==> src/rtl/core/ecc_pkg.sv <==
// ----------------------------------------------------------------------------
// ecc_pkg
// Shared constants for the Eulerian circuit check unit.
// ----------------------------------------------------------------------------
package ecc_pkg;

    localparam int LETTER_W      = 5;
    localparam int DEF_MAX_EDGES = 1024;
    localparam int DEF_NODES     = 26;

    localparam logic CMD_ADD  = 1'b0;
    localparam logic CMD_EVAL = 1'b1;

endpackage

==> src/rtl/core/eulerian_circuit_check_unit.sv <==
// ----------------------------------------------------------------------------
// eulerian_circuit_check_unit
// Loads directed edges between letter nodes and, on an evaluate request,
// reports whether the loaded set admits an Eulerian circuit.
// ----------------------------------------------------------------------------
// Add requests are taken one per cycle while busy is low; each edge does a
// read-modify-write of the row memory (adjacency and out count) and the
// in-count memory. An evaluate request keeps busy high for a drain step
// and S sweeps over the row memory, and the result strobe follows in the
// next cycle; S is what the reachable set needs to settle (1 to NODES).
// Reset clears all control state and the per-entry valid bits, so the store
// reads as empty at once; no clearing pass is run.
// ----------------------------------------------------------------------------
module eulerian_circuit_check_unit #(
    parameter int MAX_EDGES = ecc_pkg::DEF_MAX_EDGES,
    parameter int NODES     = ecc_pkg::DEF_NODES
) (
    input  logic                         clk,
    input  logic                         rst_n,
    input  logic                         start,
    output logic                         busy,
    input  logic                         cmd,
    input  logic [ecc_pkg::LETTER_W-1:0] src_letter,
    input  logic [ecc_pkg::LETTER_W-1:0] dst_letter,
    output logic                         done,
    output logic                         possible,
    output logic                         overflowed
);

    import ecc_pkg::*;

    localparam int NW = $clog2(NODES);
    localparam int CW = $clog2(MAX_EDGES + 1);
    localparam int AW = NODES + CW;

    typedef enum logic [1:0] {IDLE, DRAIN, SCAN} state_t;

    state_t            state_reg, state_next;
    logic [CW-1:0]     edge_count_reg, edge_count_next;
    logic              overflow_reg, overflow_next;
    logic [NW-1:0]     start_node_reg, start_node_next;
    logic [NODES-1:0]  present_reg, present_next;
    logic [NODES-1:0]  va_reg, va_next;
    logic [NODES-1:0]  vb_reg, vb_next;
    logic              st_vld_reg, st_vld_next;
    logic [NW-1:0]     st_src_reg, st_src_next;
    logic [NW-1:0]     st_dst_reg, st_dst_next;
    logic              fa_vld_reg, fa_vld_next;
    logic [NW-1:0]     fa_addr_reg, fa_addr_next;
    logic [AW-1:0]     fa_data_reg, fa_data_next;
    logic              fb_vld_reg, fb_vld_next;
    logic [NW-1:0]     fb_addr_reg, fb_addr_next;
    logic [CW-1:0]     fb_data_reg, fb_data_next;
    logic [NW-1:0]     scan_idx_reg, scan_idx_next;
    logic              dv_reg, dv_next;
    logic [NW-1:0]     didx_reg, didx_next;
    logic [NODES-1:0]  reached_reg, reached_next;
    logic              bal_ok_reg, bal_ok_next;
    logic              changed_reg, changed_next;
    logic              done_reg, done_next;
    logic              possible_reg, possible_next;
    logic              overflowed_reg, overflowed_next;

    logic              accept;
    logic              edge_ok;
    logic [NW-1:0]     src_idx;
    logic [NW-1:0]     dst_idx;
    logic [NW-1:0]     ra_addr;
    logic [NW-1:0]     rb_addr;
    logic [AW-1:0]     a_q;
    logic [CW-1:0]     b_q;
    logic [AW-1:0]     a_eff;
    logic [CW-1:0]     b_eff;
    logic [AW-1:0]     a_wdata;
    logic [CW-1:0]     b_wdata;
    logic [NODES-1:0]  row_s;
    logic [NODES-1:0]  row_d;
    logic [CW-1:0]     out_d;
    logic [CW-1:0]     in_d;
    logic [NODES-1:0]  reached_new;
    logic              chg;
    logic              bal_ok_new;

    localparam logic [NODES-1:0] ONE_HOT0 = NODES'(1);

    assign accept  = start && !busy;
    assign src_idx = NW'(src_letter);
    assign dst_idx = NW'(dst_letter);
    assign edge_ok = accept && (cmd == CMD_ADD)
                     && (32'(src_letter) < NODES) && (32'(dst_letter) < NODES);

    assign ra_addr = (state_reg == SCAN) ? scan_idx_reg : src_idx;
    assign rb_addr = (state_reg == SCAN) ? scan_idx_reg : dst_idx;

    ecc_ram #(
        .WIDTH (AW),
        .DEPTH (NODES)
    ) u_row_ram (
        .clk   (clk),
        .we    (st_vld_reg),
        .waddr (st_src_reg),
        .wdata (a_wdata),
        .raddr (ra_addr),
        .rdata (a_q)
    );

    ecc_ram #(
        .WIDTH (CW),
        .DEPTH (NODES)
    ) u_in_ram (
        .clk   (clk),
        .we    (st_vld_reg),
        .waddr (st_dst_reg),
        .wdata (b_wdata),
        .raddr (rb_addr),
        .rdata (b_q)
    );

    // Edge update: the write of the previous cycle is forwarded, since the
    // memory returns old data on a read of the entry written in that cycle.
    always_comb
    begin
        if (fa_vld_reg && (fa_addr_reg == st_src_reg))
        begin
            a_eff = fa_data_reg;
        end
        else
        begin
            a_eff = va_reg[st_src_reg] ? a_q : '0;
        end
        if (fb_vld_reg && (fb_addr_reg == st_dst_reg))
        begin
            b_eff = fb_data_reg;
        end
        else
        begin
            b_eff = vb_reg[st_dst_reg] ? b_q : '0;
        end
        row_s   = a_eff[AW-1:CW] | (ONE_HOT0 << st_dst_reg);
        a_wdata = {row_s, a_eff[CW-1:0] + CW'(1)};
        b_wdata = b_eff + CW'(1);
    end

    always_comb
    begin
        row_d       = va_reg[didx_reg] ? a_q[AW-1:CW] : '0;
        out_d       = va_reg[didx_reg] ? a_q[CW-1:0] : '0;
        in_d        = vb_reg[didx_reg] ? b_q : '0;
        reached_new = reached_reg | (reached_reg[didx_reg] ? row_d : '0);
        chg         = (reached_new != reached_reg);
        bal_ok_new  = bal_ok_reg && (out_d == in_d);
    end

    always_comb
    begin
        state_next      = state_reg;
        edge_count_next = edge_count_reg;
        overflow_next   = overflow_reg;
        start_node_next = start_node_reg;
        present_next    = present_reg;
        va_next         = va_reg;
        vb_next         = vb_reg;
        st_vld_next     = 1'b0;
        st_src_next     = src_idx;
        st_dst_next     = dst_idx;
        fa_vld_next     = st_vld_reg;
        fa_addr_next    = st_src_reg;
        fa_data_next    = a_wdata;
        fb_vld_next     = st_vld_reg;
        fb_addr_next    = st_dst_reg;
        fb_data_next    = b_wdata;
        scan_idx_next   = scan_idx_reg;
        dv_next         = 1'b0;
        didx_next       = scan_idx_reg;
        reached_next    = reached_reg;
        bal_ok_next     = bal_ok_reg;
        changed_next    = changed_reg;
        done_next       = 1'b0;
        possible_next   = possible_reg;
        overflowed_next = overflowed_reg;

        if (st_vld_reg)
        begin
            va_next[st_src_reg] = 1'b1;
            vb_next[st_dst_reg] = 1'b1;
        end

        case (state_reg)
            IDLE:
            begin
                if (edge_ok)
                begin
                    if (edge_count_reg == CW'(MAX_EDGES))
                    begin
                        overflow_next = 1'b1;
                    end
                    else
                    begin
                        if (edge_count_reg == '0)
                        begin
                            start_node_next = src_idx;
                        end
                        edge_count_next = edge_count_reg + CW'(1);
                        present_next    = present_reg | (ONE_HOT0 << src_idx)
                                          | (ONE_HOT0 << dst_idx);
                        st_vld_next     = 1'b1;
                    end
                end
                else if (accept && (cmd == CMD_EVAL))
                begin
                    state_next = DRAIN;
                end
            end
            DRAIN:
            begin
                scan_idx_next = '0;
                reached_next  = ONE_HOT0 << start_node_reg;
                bal_ok_next   = 1'b1;
                changed_next  = 1'b0;
                state_next    = SCAN;
            end
            SCAN:
            begin
                scan_idx_next = (32'(scan_idx_reg) == NODES - 1) ? '0
                                : scan_idx_reg + NW'(1);
                dv_next       = 1'b1;
                if (dv_reg)
                begin
                    reached_next = reached_new;
                    bal_ok_next  = bal_ok_new;
                    if (32'(didx_reg) == NODES - 1)
                    begin
                        changed_next = 1'b0;
                        if (!(changed_reg || chg))
                        begin
                            done_next       = 1'b1;
                            possible_next   = (edge_count_reg == '0)
                                              || (bal_ok_new
                                              && ((present_reg & ~reached_new) == '0));
                            overflowed_next = overflow_reg;
                            edge_count_next = '0;
                            overflow_next   = 1'b0;
                            start_node_next = '0;
                            present_next    = '0;
                            va_next         = '0;
                            vb_next         = '0;
                            dv_next         = 1'b0;
                            state_next      = IDLE;
                        end
                    end
                    else
                    begin
                        changed_next = changed_reg || chg;
                    end
                end
            end
            default:
            begin
                state_next = IDLE;
            end
        endcase
    end

    always_ff @(posedge clk or negedge rst_n)
    begin
        if (!rst_n)
        begin
            state_reg      <= IDLE;
            edge_count_reg <= '0;
            overflow_reg   <= 1'b0;
            start_node_reg <= '0;
            present_reg    <= '0;
            va_reg         <= '0;
            vb_reg         <= '0;
            st_vld_reg     <= 1'b0;
            fa_vld_reg     <= 1'b0;
            fb_vld_reg     <= 1'b0;
            scan_idx_reg   <= '0;
            dv_reg         <= 1'b0;
            reached_reg    <= '0;
            bal_ok_reg     <= 1'b1;
            changed_reg    <= 1'b0;
            done_reg       <= 1'b0;
            possible_reg   <= 1'b0;
            overflowed_reg <= 1'b0;
        end
        else
        begin
            state_reg      <= state_next;
            edge_count_reg <= edge_count_next;
            overflow_reg   <= overflow_next;
            start_node_reg <= start_node_next;
            present_reg    <= present_next;
            va_reg         <= va_next;
            vb_reg         <= vb_next;
            st_vld_reg     <= st_vld_next;
            fa_vld_reg     <= fa_vld_next;
            fb_vld_reg     <= fb_vld_next;
            scan_idx_reg   <= scan_idx_next;
            dv_reg         <= dv_next;
            reached_reg    <= reached_next;
            bal_ok_reg     <= bal_ok_next;
            changed_reg    <= changed_next;
            done_reg       <= done_next;
            possible_reg   <= possible_next;
            overflowed_reg <= overflowed_next;
        end
    end

    always_ff @(posedge clk)
    begin
        st_src_reg     <= st_src_next;
        st_dst_reg     <= st_dst_next;
        fa_addr_reg    <= fa_addr_next;
        fa_data_reg    <= fa_data_next;
        fb_addr_reg    <= fb_addr_next;
        fb_data_reg    <= fb_data_next;
        didx_reg       <= didx_next;
    end

    assign busy       = (state_reg != IDLE);
    assign done       = done_reg;
    assign possible   = possible_reg;
    assign overflowed = overflowed_reg;

    a_done_after_scan: assert property (@(posedge clk) disable iff (!rst_n)
        done_reg |-> $past(state_reg == SCAN))
        else $error("Result strobe without a finished scan.");

    a_eval_goes_busy: assert property (@(posedge clk) disable iff (!rst_n)
        (accept && (cmd == CMD_EVAL)) |=> busy)
        else $error("Evaluate request did not raise busy.");

    a_no_write_in_scan: assert property (@(posedge clk) disable iff (!rst_n)
        (state_reg == SCAN) |-> !st_vld_reg)
        else $error("Edge write pending during the scan.");

    a_overflow_at_capacity: assert property (@(posedge clk) disable iff (!rst_n)
        overflow_reg |-> (edge_count_reg == CW'(MAX_EDGES)))
        else $error("Overflow flag set below capacity.");

endmodule

==> src/rtl/core/ecc_ram.sv <==
// ----------------------------------------------------------------------------
// ecc_ram
// Generic simple dual-port RAM with one write port and one registered read
// port. A read of the address written in the same cycle returns old data.
// ----------------------------------------------------------------------------
module ecc_ram #(
    parameter int WIDTH = 8,
    parameter int DEPTH = 32
) (
    input  logic                     clk,
    input  logic                     we,
    input  logic [$clog2(DEPTH)-1:0] waddr,
    input  logic [WIDTH-1:0]         wdata,
    input  logic [$clog2(DEPTH)-1:0] raddr,
    output logic [WIDTH-1:0]         rdata
);

    logic [WIDTH-1:0] mem [DEPTH];

    always_ff @(posedge clk)
    begin
        if (we)
        begin
            mem[waddr] <= wdata;
        end
        rdata <= mem[raddr];
    end

endmodule
==> config.mk <==
export PLATFORM = sky130hd
export DESIGN_NAME = eulerian_circuit_check_unit
export DESIGN_NICKNAME = d
export VERILOG_FILES = /design/src/rtl/core/ecc_pkg.sv /design/src/rtl/core/eulerian_circuit_check_unit.sv /design/src/rtl/core/ecc_ram.sv
export SDC_FILE = /design/constraint.sdc
export NUM_CORES = 2
export LEC_CHECK = 0
export ABC_CLOCK_PERIOD_IN_PS = 4800
export CORE_AREA = 8 8 480 482
export CTS_CLUSTER_SIZE = 30
export DETAILED_ROUTE_END_ITERATION = 12
export DIE_AREA = 0 0 488 490
export DONT_BUFFER_PORTS = 1
export GPL_TIMING_DRIVEN = 0
export PLACE_DENSITY = 0.53
export SETUP_SLACK_MARGIN = 0.15
export SYNTH_ARGS = -nofsm -noshare
export SYNTH_HDL_FRONTEND = slang
export SYNTH_SLANG_ARGS = --single-unit
==> constraint.sdc <==
create_clock -name clk -period 4.8 [get_ports clk]
set_input_delay 0.96 -clock clk [delete_from_list [all_inputs] [get_ports clk]]
set_output_delay 0.96 -clock clk [all_outputs]
set_load 0.1 [all_outputs]
==> results.txt <==
The flow ran to the end, and the final reports show no timing, DRC or antenna violations. In this run, the number of DRC markers left after iteration 0 of detailed routing was 3,523. In this run the vertical extent of the chip is 490 um. For this run, the detailed router's first-pass iteration total came to 6. The instance area after placement is 0.06491 mm2, and the worst vdd rail ir drop is 0.3161 mV.

The logs give 18 for the count of pins on the block boundary and 111.7 mm for the estimated wirelength of the detail-placed design. The post-CTS setup repair buffer count was 0; the data required time at the worst endpoint was 5420 ps. The nature of the critical path startpoint is a flop.

The tools report the starting density of the core as 0.2674. The tools report the number of setup violations in the final report as 0. Measured along the x axis, the die boundary spans 488 um.

The register with the most flip-flops in the layout has 962 of them. Fraction of post-synthesis cell area in the top cell type by area: 0.6281. Entering global routing, the biggest net connects 137 pins. The area of all placed cells without fillers came out at 0.06992 mm2. The CTS buffer count is 152, and the power per cell area is 491.6 mW/mm2. The fraction of registers with async set/reset works out to 0.09037. The critical path goes through buf_2, nand2b_2, nor2_1, a221oi_1, a31oi_2, a22oi_2, inv_1, ha_1, and3_1, nand4_1, xor2_4, buf_16. Static timing analysis puts the maximum clock frequency at 223.5 MHz. The tools report the die area as 0.2391 mm2. Setup repair after global routing left no endpoint under its margin. On the worst path, the slowest cell contributes a delay of 580 ps.

Setup slack on the worst reg-to-reg path comes out at 330 ps. The period utilization was 0.9322; the tightest slew margin relative to the limit was 0.08260. In this run the tool buffered the top-level ports with 0 buffer cells.

Yosys mapped a number of flops with a built-in enable equal to 1,248. Hold violation total from the final report: 0. The tool flagged a number of max-cap violations equal to 0. The endpoint of the most critical register-to-register path is u_in_ram.mem[6][10]$_DFFE_PP_. The final count of pins violating max slew is 0. For the distinct cell type count of the synthesized netlist, the log shows 69.

The CTS sink count was 1,505. The clock root buffer was clkbuf_16. The longest clock path from root to sink contains 3 buffers.

The leftover overflow at the end of global routing came out at 0. Dividing the detail-routed via count by the number of cells gives 4.800. Yosys printed 0 warnings. The sequential share of the synthesized area was 0.7257; the growth of design area from synthesis to finish was 17.18%.

The number of antenna violations at the first check in global routing was 3. The largest registers in the layout are u_row_ram.mem (962), u_in_ram.mem (286). STA classifies the critical path endpoint as a flop.

In the routed design, unresolved DRC markers number 0. The antenna violation net count after detailed routing came out at 0. Worst min-delay path class: in -> async. Leakage power summed over all cells: 23.15 nW. The main flop type after synthesis was edfxtp_1. Of all nets on the critical path, the largest fanout is 23. The worst path in the final design needs a cycle of 4475 ps, including I/O delays and setup. By area the synthesized netlist is led by edfxtp_1, mux4_2, dfrtp_1. The net count of the finished layout is 3,921. The tools report the deepest level of the CTS H-tree as 4.

The share of the core filled with cells is 0.3133. The tools report the overall routed net length as 165.1 mm. In this run the core area contains 174 standard-cell rows.

After clock tree synthesis, the clock-pin slew on the worst setup and hold paths is 60 ps. Type of the worst setup path: reg -> reg. In this run the critical register-to-register path is launched from fb_addr_next[1]$_DFF_P_.

The worst-case clock skew was 42.34 ps; the worst-margin pin slew was 1371 ps. For the all-layer global routing usage, the log shows 0.1344. Sorting the synthesized cells by how often they occur yields edfxtp_1, nand2_1, mux4_2.

Cell type with the largest total area after synthesis: edfxtp_1. The run gives 34.26k as the number of global-route vias before repair. The number of synthesized register bits works out to 1,505. The mean cell area of the mapped netlist came out at 16.20 um2. The overall via count from detail_route came out at 33.67k.

edfxtp_1 is the most common cell in the netlist. More flip-flops sit in one register than any other, and that register is u_row_ram.mem. The clock reaches the later pin of the worst-skew pair after 800 ps. The cell count after synthesis came out at 3,684. In this run the cell area of the synthesized design comes to 0.05967 mm2. The first global-routing pass estimated 240.1 mm of wire. The placer's final routability congestion estimate is 0.8991, and the cell depth of the worst flop-to-flop path is 12.

The worst endpoint data arrival time was 5100 ps; the net count of the mapped netlist was 3,707. The largest individual stage delay along the critical path comes from the cell a22oi_2. The region available for standard cell placement spans 0.2232 mm2. Fraction of final layout cells with drive strength greater than 1: 0.1840. TritonCTS built the clock tree. The average detailed-routed wire length per instance was 23.53 um.
-- repair_timing --
item,in CTS,in global routing
resized for setup,7,29
hold buffers,1,0
endpoints found under the hold margin,136,0
setup endpoints to repair,244,377
pin swaps,0,0
-- power breakdown --
| group | switching (mW) | leakage (nW) | internal (mW) |
|---|---|---|---|
| clock | 5.13 | 2.41 | 6.57 |
| combinational | 4.26 | 6.55 | 2.46 |
| sequential | 0.789 | 14.2 | 15.2 |
-- cells by family (layout without fill, tap and decap cells) --
group	after synthesis	after routing	synth area share
and+or+nand+nor	1071	1071	0.07727
adders and majority gates	9	9	0.001887
other	0	1	0
xor gates and xnor gates	26	26	0.003816
buffers and inverters	288	626	0.02017
muxes	357	357	0.1259
AOI/OAI and AO/OA	428	428	0.04521
DFF	1505	1505	0.7257
-- worst max-delay path by stage --
stage          slack (ps)                             to  depth (start not counted)                     from
2_1_floorplan         250   u_in_ram.mem[0][7]$_DFFE_PP_                          9  fb_addr_next[0]$_DFF_P_
3_3_place_gp        -3420   u_in_ram.mem[7][7]$_DFFE_PP_                          9  fb_addr_next[1]$_DFF_P_
3_5_place_dp         -170  u_row_ram.mem[6][4]$_DFFE_PP_                         13  fa_addr_next[2]$_DFF_P_
4_1_cts               150   u_in_ram.mem[7][6]$_DFFE_PP_                         11  fb_addr_next[1]$_DFF_P_
5_1_grt               150  u_in_ram.mem[6][10]$_DFFE_PP_                         12  fb_addr_next[1]$_DFF_P_
6_report              330  u_in_ram.mem[6][10]$_DFFE_PP_                         12  fb_addr_next[1]$_DFF_P_
-- critical path, delay by kind of cell, from the launching register on --
kind	cells	cell delay, ps
adders and majority gates	1	330
DFF	1	550
xor gates and xnor gates	1	350
buffers and inverters	3	680
AOI/OAI and AO/OA	3	1210
and+or+nand+nor	4	1160
-- metrics by stage --
stage | setup slack [ps] | power, mW | TNS, ps | cells | hold slack [ps]
2_1_floorplan | 249.6 | 20.18 | 0 | 3684 | 325.8
3_5_place_dp | -174.7 | 22.90 | -5745 | 6737 | 334.8
5_1_grt | 147.5 | 35.67 | 0 | 7015 | 149.2
4_1_cts | 153.4 | 34.60 | 0 | 7015 | 121.2
6_report | 325.4 | 34.38 | 0 | 7015 | 137.1
3_3_place_gp | -3417 | 22.71 | -1741390 | 6676 | 332.4
-- metal layers --
layer | global-route usage | up-vias | wire length (um)
li1 | - | 14630 | -
met1 | 0.1809 | 17630 | 70810
met2 | 0.2157 | 1160 | 77820
met3 | 0.03090 | 258 | 11590
met4 | 0.04260 | 0 | 4876
met5 | 0 | - | 0
-- placed cells by master, fill, tap and decap left out, types with 13 or more instances in the layout --
| master | instances |
|---|---|
| edfxtp_1 | 1248 |
| nand2_1 | 449 |
| mux4_2 | 314 |
| nor2_1 | 263 |
| nand3_1 | 191 |
| a21oi_1 | 177 |
| clkbuf_16 | 160 |
| clkbuf_1 | 149 |
| dfrtp_1 | 135 |
| dfxtp_1 | 121 |
| inv_1 | 79 |
| o21ai_0 | 70 |
| o22ai_1 | 44 |
| buf_2 | 41 |
| mux2i_1 | 32 |
| a221o_1 | 28 |
| buf_12 | 28 |
| buf_1 | 27 |
| nor2_4 | 26 |
| nand2b_1 | 24 |
| clkinv_1 | 23 |
| clkinv_2 | 20 |
| buf_8 | 19 |
| nor2b_1 | 17 |
| a311oi_1 | 15 |
| nor4_1 | 13 |
| buf_4 | 13 |
| a22o_1 | 13 |
| clkbuf_2 | 13 |
| clkbuf_8 | 13 |
-- area by class of cell --
type | count | area (um2)
clock buffer | 213 | 4339
clock inverter | 65 | 551.8
antenna | 1 | 2.502
tap | 2992 | 3744
sequential | 1505 | 43300
fill | 21750 | 153200
multi-input combinational | 1891 | 15610
inverter | 79 | 296.5
buffer | 207 | 919.6
timing repair buffer | 62 | 1154
Power figures use the tool's default switching activity.
